### config.mk
export PLATFORM = sky130hd
export DESIGN_NAME = sm3_hash_engine_flat
export DESIGN_NICKNAME = d
export VERILOG_FILES = /design/src/rtl/sm3_pkg.sv /design/src/rtl/sm3_if.sv /design/src/rtl/sm3_hash_engine.sv /design/src/flat_wrapper.sv
export SDC_FILE = /design/constraint.sdc
export NUM_CORES = 2
export LEC_CHECK = 0
export ABC_AREA = 1
export BUFFER_PORTS_ARGS = -buffer_cell sky130_fd_sc_hd__buf_4
export CORE_MARGIN = 2
export CORE_UTILIZATION = 44
export DETAILED_ROUTE_END_ITERATION = 8
export GPL_TIMING_DRIVEN = 0
export MAX_ROUTING_LAYER = met4
export PLACE_DENSITY = 0.7
export SLEW_MARGIN = 20
export SYNTH_ARGS = -nofsm -noshare
export SYNTH_HDL_FRONTEND = slang
export SYNTH_SLANG_ARGS = --single-unit
export TNS_END_PERCENT = 5
### constraint.sdc
create_clock -name i_clk -period 81.9 [get_ports i_clk]
set_input_delay 4.095 -clock i_clk [delete_from_list [all_inputs] [get_ports i_clk]]
set_output_delay 4.095 -clock i_clk [all_outputs]
set_load 0.02 [all_outputs]
### src/rtl/sm3_pkg.sv
// SM3 package: constants, initial vector and round helper functions.
// No dependencies.
package sm3_pkg;
    localparam logic [31:0] T_LOW  = 32'h79cc4519;
    localparam logic [31:0] T_HIGH = 32'h7a879d8a;
    localparam logic [7:0]  PAD_BYTE = 8'h80;
    localparam logic [31:0] IV [8] = '{
        32'h7380166f, 32'h4914b2b9, 32'h172442d7, 32'hda8a0600,
        32'ha96f30bc, 32'h163138aa, 32'he38dee4d, 32'hb0fb0e4e};

    typedef struct packed {
        logic [7:0] message_byte;
        logic       byte_present;
        logic       message_end;
    } t_in_item;

    typedef struct packed {
        logic [31:0] digest_word;
        logic        digest_last;
    } t_out_item;

    function automatic logic [31:0] rotl(input logic [31:0] x, input logic [4:0] n);
        logic [63:0] d;
        d = {x, x} << n;
        return d[63:32];
    endfunction

    function automatic logic [31:0] perm0(input logic [31:0] x);
        return x ^ rotl(x, 5'd9) ^ rotl(x, 5'd17);
    endfunction

    function automatic logic [31:0] perm1(input logic [31:0] x);
        return x ^ rotl(x, 5'd15) ^ rotl(x, 5'd23);
    endfunction
endpackage

### src/rtl/sm3_if.sv
// SM3 stream channels: valid/ready with item payload.
// Depends on sm3_pkg.
interface sm3_in_if import sm3_pkg::*; ();
    logic     valid;
    logic     ready;
    t_in_item data;
    modport source (output valid, output data, input ready);
    modport sink   (input valid, input data, output ready);
endinterface

interface sm3_out_if import sm3_pkg::*; ();
    logic      valid;
    logic      ready;
    t_out_item data;
    modport source (output valid, output data, input ready);
    modport sink   (input valid, input data, output ready);
endinterface

### src/rtl/sm3_hash_engine.sv
// SM3 hash engine top level: byte gathering, padding, compression, digest.
// Depends on sm3_pkg and sm3_if.
// A byte item is accepted, then merged by a read-modify-write of the block
// word held in a registered-read memory; no item is taken until that is done.
// The byte that fills a block starts a compression: the load of the window and
// chaining value, 64 rounds and the feed-forward, during which no item is taken.
// A message end adds padding writes from the word of the end marker to word 15
// and two length writes, or zero writes to all 16 words and a second compression
// when the length no longer fits. The eight digest items then leave the output
// register one at a time, through the emit and wait states; the receiver can stall them.
module sm3_hash_engine
    import sm3_pkg::*;
(
    input  logic          i_clk,
    input  logic          i_rst_n,
    sm3_in_if.sink        i_in,
    sm3_out_if.source     o_out
);
    typedef enum logic [9:0] {
        S_IDLE  = 10'b0000000001,
        S_BYTE  = 10'b0000000010,
        S_PAD   = 10'b0000000100,
        S_LEN   = 10'b0000001000,
        S_LOAD  = 10'b0000010000,
        S_ROUND = 10'b0000100000,
        S_CVRD  = 10'b0001000000,
        S_CVWR  = 10'b0010000000,
        S_EMIT  = 10'b0100000000,
        S_WAIT  = 10'b1000000000
    } t_state;

    logic [31:0] r_blk [16];
    logic [31:0] r_cv [8];
    logic [31:0] r_blk_q, r_cv_q;
    logic [3:0]  blk_ra, blk_wa;
    logic [31:0] blk_wd;
    logic        blk_we;
    logic [2:0]  cv_ra, cv_wa;
    logic [31:0] cv_wd;
    logic        cv_we;

    t_state      r_st, n_st;
    logic [63:0] r_cnt, n_cnt;
    logic [7:0]  r_byte, n_byte;
    logic        r_end, n_end;
    logic [3:0]  r_idx, n_idx;
    logic [6:0]  r_rnd, n_rnd;
    logic        r_final, n_final;
    logic        r_second, n_second;
    logic [7:0]  r_cvinit, n_cvinit;
    logic [31:0] r_reg [8];
    logic [31:0] n_reg [8];
    logic [31:0] r_win [16];
    logic [31:0] n_win [16];
    logic        r_ov, n_ov;
    t_out_item   r_od, n_od;
    logic [5:0]  pos;
    logic [31:0] cv_rd;

    always_ff @(posedge i_clk) begin
        if (blk_we) r_blk[blk_wa] <= blk_wd;
        r_blk_q <= (blk_we && blk_wa == blk_ra) ? blk_wd : r_blk[blk_ra];
        if (cv_we) r_cv[cv_wa] <= cv_wd;
        r_cv_q <= r_cvinit[cv_ra] ? IV[cv_ra] : r_cv[cv_ra];
    end

    assign pos   = r_cnt[8:3];
    assign cv_rd = r_cv_q;

    function automatic logic [31:0] put(input logic [31:0] w, input logic [1:0] b,
                                        input logic [7:0] v);
        logic [31:0] m;
        m = w;
        unique case (b)
            2'd0: m[31:24] = v;
            2'd1: m[23:16] = v;
            2'd2: m[15:8]  = v;
            default: m[7:0] = v;
        endcase
        return m;
    endfunction

    always_comb begin
        logic [31:0] a12, ss1, ss2, ff, gg, tt1, tt2, tj, nw;
        n_st = r_st; n_cnt = r_cnt; n_byte = r_byte; n_end = r_end;
        n_idx = r_idx; n_rnd = r_rnd; n_final = r_final; n_second = r_second;
        n_cvinit = r_cvinit; n_reg = r_reg; n_win = r_win; n_ov = r_ov; n_od = r_od;
        blk_ra = pos[5:2]; blk_wa = pos[5:2]; blk_wd = '0; blk_we = 1'b0;
        cv_ra = r_idx[2:0]; cv_wa = r_idx[2:0]; cv_wd = '0; cv_we = 1'b0;
        i_in.ready = 1'b0;
        tj = (r_rnd < 7'd16) ? T_LOW : T_HIGH;
        a12 = rotl(r_reg[0], 5'd12);
        ss1 = rotl(a12 + r_reg[4] + rotl(tj, r_rnd[4:0]), 5'd7);
        ss2 = ss1 ^ a12;
        if (r_rnd < 7'd16) begin
            ff = r_reg[0] ^ r_reg[1] ^ r_reg[2];
            gg = r_reg[4] ^ r_reg[5] ^ r_reg[6];
        end else begin
            ff = (r_reg[0] & r_reg[1]) | (r_reg[0] & r_reg[2]) | (r_reg[1] & r_reg[2]);
            gg = (r_reg[4] & r_reg[5]) | (~r_reg[4] & r_reg[6]);
        end
        tt1 = ff + r_reg[3] + ss2 + (r_win[0] ^ r_win[4]);
        tt2 = gg + r_reg[7] + ss1 + r_win[0];
        nw = perm1(r_win[0] ^ r_win[7] ^ rotl(r_win[13], 5'd15))
             ^ rotl(r_win[3], 5'd7) ^ r_win[10];
        if (r_ov && o_out.ready) n_ov = 1'b0;
        unique case (r_st)
            S_IDLE: begin
                i_in.ready = 1'b1;
                if (i_in.valid) begin
                    n_byte = i_in.data.message_byte;
                    n_end  = i_in.data.message_end;
                    if (i_in.data.byte_present) n_st = S_BYTE;
                    else if (i_in.data.message_end) begin
                        n_st = S_PAD; n_idx = pos[5:2];
                    end
                end
            end
            S_BYTE: begin
                blk_we = 1'b1;
                blk_wd = put(r_blk_q, pos[1:0], r_byte);
                n_cnt = r_cnt + 64'd8;
                n_final = 1'b0;
                if (pos == 6'd63) begin
                    n_st = S_LOAD; n_idx = '0;
                end else if (r_end) begin
                    n_st = S_PAD; n_idx = n_cnt[8:5];
                end else n_st = S_IDLE;
            end
            S_PAD: begin
                // pad from word idx; r_blk_q holds word at pos when idx matches
                blk_wa = r_idx; blk_we = 1'b1;
                if (r_idx == pos[5:2])
                    blk_wd = put(r_blk_q & ~(32'hffffffff >> {pos[1:0], 3'b000}),
                                 pos[1:0], PAD_BYTE);
                else blk_wd = '0;
                if (r_second) blk_wd = '0;
                if (r_idx == 4'd15) begin
                    if (!r_second && pos >= 6'd56) begin
                        n_final = 1'b0; n_st = S_LOAD; n_idx = '0;
                    end else begin
                        n_st = S_LEN; n_idx = 4'd14;
                    end
                end else n_idx = r_idx + 4'd1;
            end
            S_LEN: begin
                blk_wa = r_idx; blk_we = 1'b1;
                blk_wd = (r_idx == 4'd14) ? r_cnt[63:32] : r_cnt[31:0];
                if (r_idx == 4'd15) begin
                    n_final = 1'b1; n_st = S_LOAD; n_idx = '0;
                end else n_idx = 4'd15;
            end
            S_LOAD: begin
                // read pipeline: address idx now, data next cycle
                blk_ra = r_idx; cv_ra = r_idx[2:0];
                if (r_rnd != 7'd0) begin
                    n_win[15] = r_blk_q;
                    for (int k = 0; k < 15; k++) n_win[k] = r_win[k+1];
                    if (r_rnd <= 7'd8) begin
                        n_reg[7] = cv_rd;
                        for (int k = 0; k < 7; k++) n_reg[k] = r_reg[k+1];
                    end
                end
                n_idx = r_idx + 4'd1;
                n_rnd = r_rnd + 7'd1;
                if (r_rnd == 7'd16) begin
                    n_rnd = '0; n_st = S_ROUND;
                end
            end
            S_ROUND: begin
                n_reg[3] = r_reg[2]; n_reg[2] = rotl(r_reg[1], 5'd9);
                n_reg[1] = r_reg[0]; n_reg[0] = tt1;
                n_reg[7] = r_reg[6]; n_reg[6] = rotl(r_reg[5], 5'd19);
                n_reg[5] = r_reg[4]; n_reg[4] = perm0(tt2);
                for (int k = 0; k < 15; k++) n_win[k] = r_win[k+1];
                n_win[15] = nw;
                n_rnd = r_rnd + 7'd1;
                if (r_rnd == 7'd63) begin
                    n_rnd = '0; n_idx = '0; n_st = S_CVRD;
                end
            end
            S_CVRD: n_st = S_CVWR;
            S_CVWR: begin
                cv_we = 1'b1;
                cv_wd = cv_rd ^ r_reg[r_idx[2:0]];
                n_cvinit[r_idx[2:0]] = 1'b0;
                n_idx = r_idx + 4'd1;
                if (r_idx == 4'd7) begin
                    n_idx = '0;
                    if (r_final) begin
                        n_st = S_EMIT;
                    end else if (r_end && !r_second) begin
                        n_second = 1'b1; n_st = S_PAD; n_idx = '0;
                    end else if (r_end) begin
                        n_st = S_LEN; n_idx = 4'd14;
                    end else n_st = S_IDLE;
                end else n_st = S_CVRD;
            end
            S_EMIT: begin
                if (!r_ov || o_out.ready) begin
                    n_st = S_WAIT;
                end
            end
            S_WAIT: begin
                if (!r_ov || o_out.ready) begin
                    n_ov = 1'b1;
                    n_od.digest_word = cv_rd;
                    n_od.digest_last = (r_idx == 4'd7);
                    n_idx = r_idx + 4'd1;
                    if (r_idx == 4'd7) begin
                        n_st = S_IDLE; n_idx = '0; n_cvinit = '1; n_cnt = '0;
                        n_end = 1'b0; n_second = 1'b0; n_final = 1'b0;
                    end else n_st = S_EMIT;
                end
            end
            default: n_st = S_IDLE;
        endcase
        if (r_st == S_CVWR && r_idx == 4'd7 && !r_final && r_end && !r_second
            && pos < 6'd56) begin
            n_st = S_PAD; n_idx = pos[5:2]; n_second = 1'b0;
        end
    end

    always_ff @(posedge i_clk) begin
        if (!i_rst_n) begin
            r_st <= S_IDLE; r_cnt <= '0; r_end <= 1'b0; r_idx <= '0; r_rnd <= '0;
            r_final <= 1'b0; r_second <= 1'b0; r_cvinit <= '1; r_ov <= 1'b0;
        end else begin
            r_st <= n_st; r_cnt <= n_cnt; r_end <= n_end; r_idx <= n_idx;
            r_rnd <= n_rnd; r_final <= n_final; r_second <= n_second;
            r_cvinit <= n_cvinit; r_ov <= n_ov;
        end
        r_byte <= n_byte; r_od <= n_od; r_reg <= n_reg; r_win <= n_win;
    end

    assign o_out.valid = r_ov;
    assign o_out.data  = r_od;
endmodule

### src/flat_wrapper.sv
// flat-port wrapper written by rule: the top's interface ports become plain ports
module sm3_hash_engine_flat import sm3_pkg::*;
  (i_clk, i_rst_n, i_in_valid, i_in_data, i_in_ready, o_out_valid, o_out_data, o_out_ready);
  sm3_in_if i_in_i ();
  sm3_out_if o_out_i ();
  input  logic i_clk;
  input  logic i_rst_n;
  input wire logic [$bits(i_in_i.valid)-1:0] i_in_valid;
  input wire logic [$bits(i_in_i.data)-1:0] i_in_data;
  output wire logic [$bits(i_in_i.ready)-1:0] i_in_ready;
  output wire logic [$bits(o_out_i.valid)-1:0] o_out_valid;
  output wire logic [$bits(o_out_i.data)-1:0] o_out_data;
  input wire logic [$bits(o_out_i.ready)-1:0] o_out_ready;
  assign i_in_i.valid = i_in_valid;
  assign i_in_i.data = i_in_data;
  assign i_in_ready = i_in_i.ready;
  assign o_out_valid = o_out_i.valid;
  assign o_out_data = o_out_i.data;
  assign o_out_i.ready = o_out_ready;
  sm3_hash_engine u_core (.i_clk(i_clk), .i_rst_n(i_rst_n), .i_in(i_in_i), .o_out(o_out_i));
endmodule
==> results.cfg <==
[status]
outcome = completed

[global_routing]
overflow = 0
grt_max_degree = 33
top_usage_layer = met2
grt_antenna_before_repair = 9
grt_pass1_vias = 60700
met2_usage_pct = 48.6
grt.met3_usage_pct = 7.60
grt_pass1_wl_mm = 446
gr-usage-met1_pct = 42.8
grtUsageTotal_pct = 33.5

[synth]
netlist_area_um2 = 83700
synth_edf_count = 1577
ys_ff_latch = 1710
yosys.area.top_type = edfxtp_1
synth.distinct_cells = 62
synth_flop_cell = edfxtp_1
synth.top_cell.area_share_pct = 56.6
synth_seq_area_share_pct = 59.8
synthCells = 7862
syn_avg_cell_area_um2 = 10.6
syn_nets = 8175
ys_warn_count = 0
synth.area.top_cells = edfxtp_1 (57%), nand2_1 (6.5%), o21ai_0 (5.5%), fa_1 (4.5%), inv_1 (3.3%)
async_reset_ff_share_pct = 0

[critical_path]
cpMaxStageDelayCell = o21ai_0
cp_top_family = compound AO/OA/AOI/OAI gates
critPathCaptureType = flip-flop
r2r_slack_ns = 70.12
crit_buf_inv = 10
worst_ep_required_time_ns = 82.51
critical_path_arrival_ns = 12.39
max_stage_delay_ns = 0.85
cp_max_fo = 13
startpoint_type = flip-flop
setup.worst_path.class = reg2reg

[place]
globalplace.congestion = 1.12
portBuffers = 48
dp_hpwl_mm = 244

[layout]
reg_top3 = u_core.r_blk (512), u_core.r_win (512)
drive_above_1_share_pct = 7.05
final_common_cell = edfxtp_1
layout_common_cells = edfxtp_1 (1577), nand2_1 (1452), o21ai_0 (913)
nNetsFinal = 8485
areaGrowthSynthToFinish_pct = 14.0

[floorplan]
fp.dieW_um = 440
design.core.area_um2 = 190000
placementRows = 160
start_util_pct = 44.1
die_y_um = 440
ios = 49
die-area_um2 = 194000

[clocking]
htreeDepth = 4
root_buffer = clkbuf_16
cts.path.max_buffers = 3
clk_pin_slew_worst_paths_ns = 0.06
numClockSinks = 1710
cts_tree = built
post_cts_resized = 0
cts_setup_buffers = 0
hold_buffers = 0
clk_latency_ns = 0.87
cts_inserted_buffers = 177

[pwr]
powerDensity_nw_per_um2 = 22.3
max-vdd-ir-drop_mv = 0.0246
power_leakage_nw = 33.9

[sta]
period_share_pct = 14.4
setup_viol = 0
worstMarginPinSlew_ns = 1.29
hold_viol_final = 0
fin_crit_ns = 11.78
finalClockSkew_ns = 0.0618
max_slew_margin_pct = 14.0
whs_ns = 0.372
drv_slew = 0
max_freq_mhz = 84.9
rsz0062_at_grt = false
tns_ns = 0

[route]
routedWlPerCell_um = 29.6
viasPerCell = 6.04
antenna_left = 0
vias = 65500
routed_wl_mm = 321
route.detailed.drc = 0
drtPass1Iterations = 8
drt_iter0_markers = 10600

[min_path]
hold_path_class = reg2reg

[flow_run]
max_cap_violations = 0
==> layer usage <==
layer,share of wire (%),vias up
met4,7.5,0
li1,-,28000
met3,11,970
met1,38,31800
met5,0,-
met2,43,4608
==> worst register-to-register path, delay by kind of cell (launching register included) <==
kind	cells	cell delay, ns
AOI/OAI and AO/OA	10	3.90
xor gates and xnor gates	2	0.94
adders and majority gates	7	2.73
buffers and inverters	10	2.27
DFF	1	0.30
and+or+nand+nor	9	1.40
==> cells in the mapped netlist (9+ instances only) <==
| cell type | instances |
|---|---|
| o211ai_1 | 49 |
| nand4_1 | 66 |
| o21bai_1 | 15 |
| a211oi_1 | 13 |
| nor2_1 | 703 |
| a21oi_1 | 294 |
| o21ai_0 | 915 |
| edfxtp_1 | 1577 |
| xor2_1 | 255 |
| o21a_1 | 15 |
| nand2_1 | 1452 |
| clkbuf_1 | 250 |
| o21ai_1 | 11 |
| mux2i_1 | 35 |
| nand3b_1 | 13 |
| a21boi_0 | 10 |
| buf_2 | 64 |
| dfxtp_1 | 133 |
| nand3_1 | 266 |
| ha_1 | 111 |
| a31oi_1 | 20 |
| nor3_1 | 104 |
| inv_1 | 730 |
| buf_1 | 17 |
| xnor2_1 | 123 |
| o221ai_1 | 140 |
| a22oi_1 | 40 |
| inv_2 | 18 |
| o22ai_1 | 125 |
| a21o_1 | 9 |
| fa_1 | 188 |
| or2_2 | 15 |
==> stage by stage <==
stage	cell area [um2]	instances	power (mW)	setup WS, ns	utilization, %
global route	95400	10800	2.17	69.87	50.3
CTS	95300	10800	2.11	70.44	50.3
global placement	87200	10400	1.30	0.721	46.0
floorplan	83700	7862	1.16	23.57	-
finish	95400	10800	2.13	70.12	50.3
detailed placement	89500	10500	1.30	70.47	47.2
==> path summary, 6_finish.rpt <==
check | from | endpoint | cells past startpoint
hold reg to reg | u_core.r_win[35] | u_core.r_win[67] | 0
setup / recovery | u_core.r_rnd[4] | u_core.r_reg[255] | 38
hold / removal | u_core.r_win[35] | u_core.r_win[67] | 0
setup reg to reg | u_core.r_rnd[4] | u_core.r_reg[255] | 38
==> logic make-up after synthesis <==
family	synth area share, %
AOI/OAI and AO/OA	11.5
xor gates and xnor gates	4.06
adders and majority gates	6.16
buffers and inverters	5.00
DFF	59.8
muxes	0.419
and+or+nand+nor	13.1
==> power breakdown <==
| group | internal [mW] | switching, mW | leakage (nW) |
|---|---|---|---|
| clock | 0.469 | 0.354 | 2.84 |
| sequential | 0.965 | 0.0178 | 14.6 |
| combinational | 0.0734 | 0.250 | 16.5 |
==> final cells by class <==
cell class	count	area (um2)
diodes	8	20.0
fillers	16600	94200
flip-flops and latches	1710	50000
clock inverters	104	1170
clock buffers	216	4680
repair buffers	131	2310
inverters	753	2830
plain buffers	335	1360
well taps	2511	3140
multi-input cells	5064	29800
No activity file was read; power rests on OpenSTA's default activity.
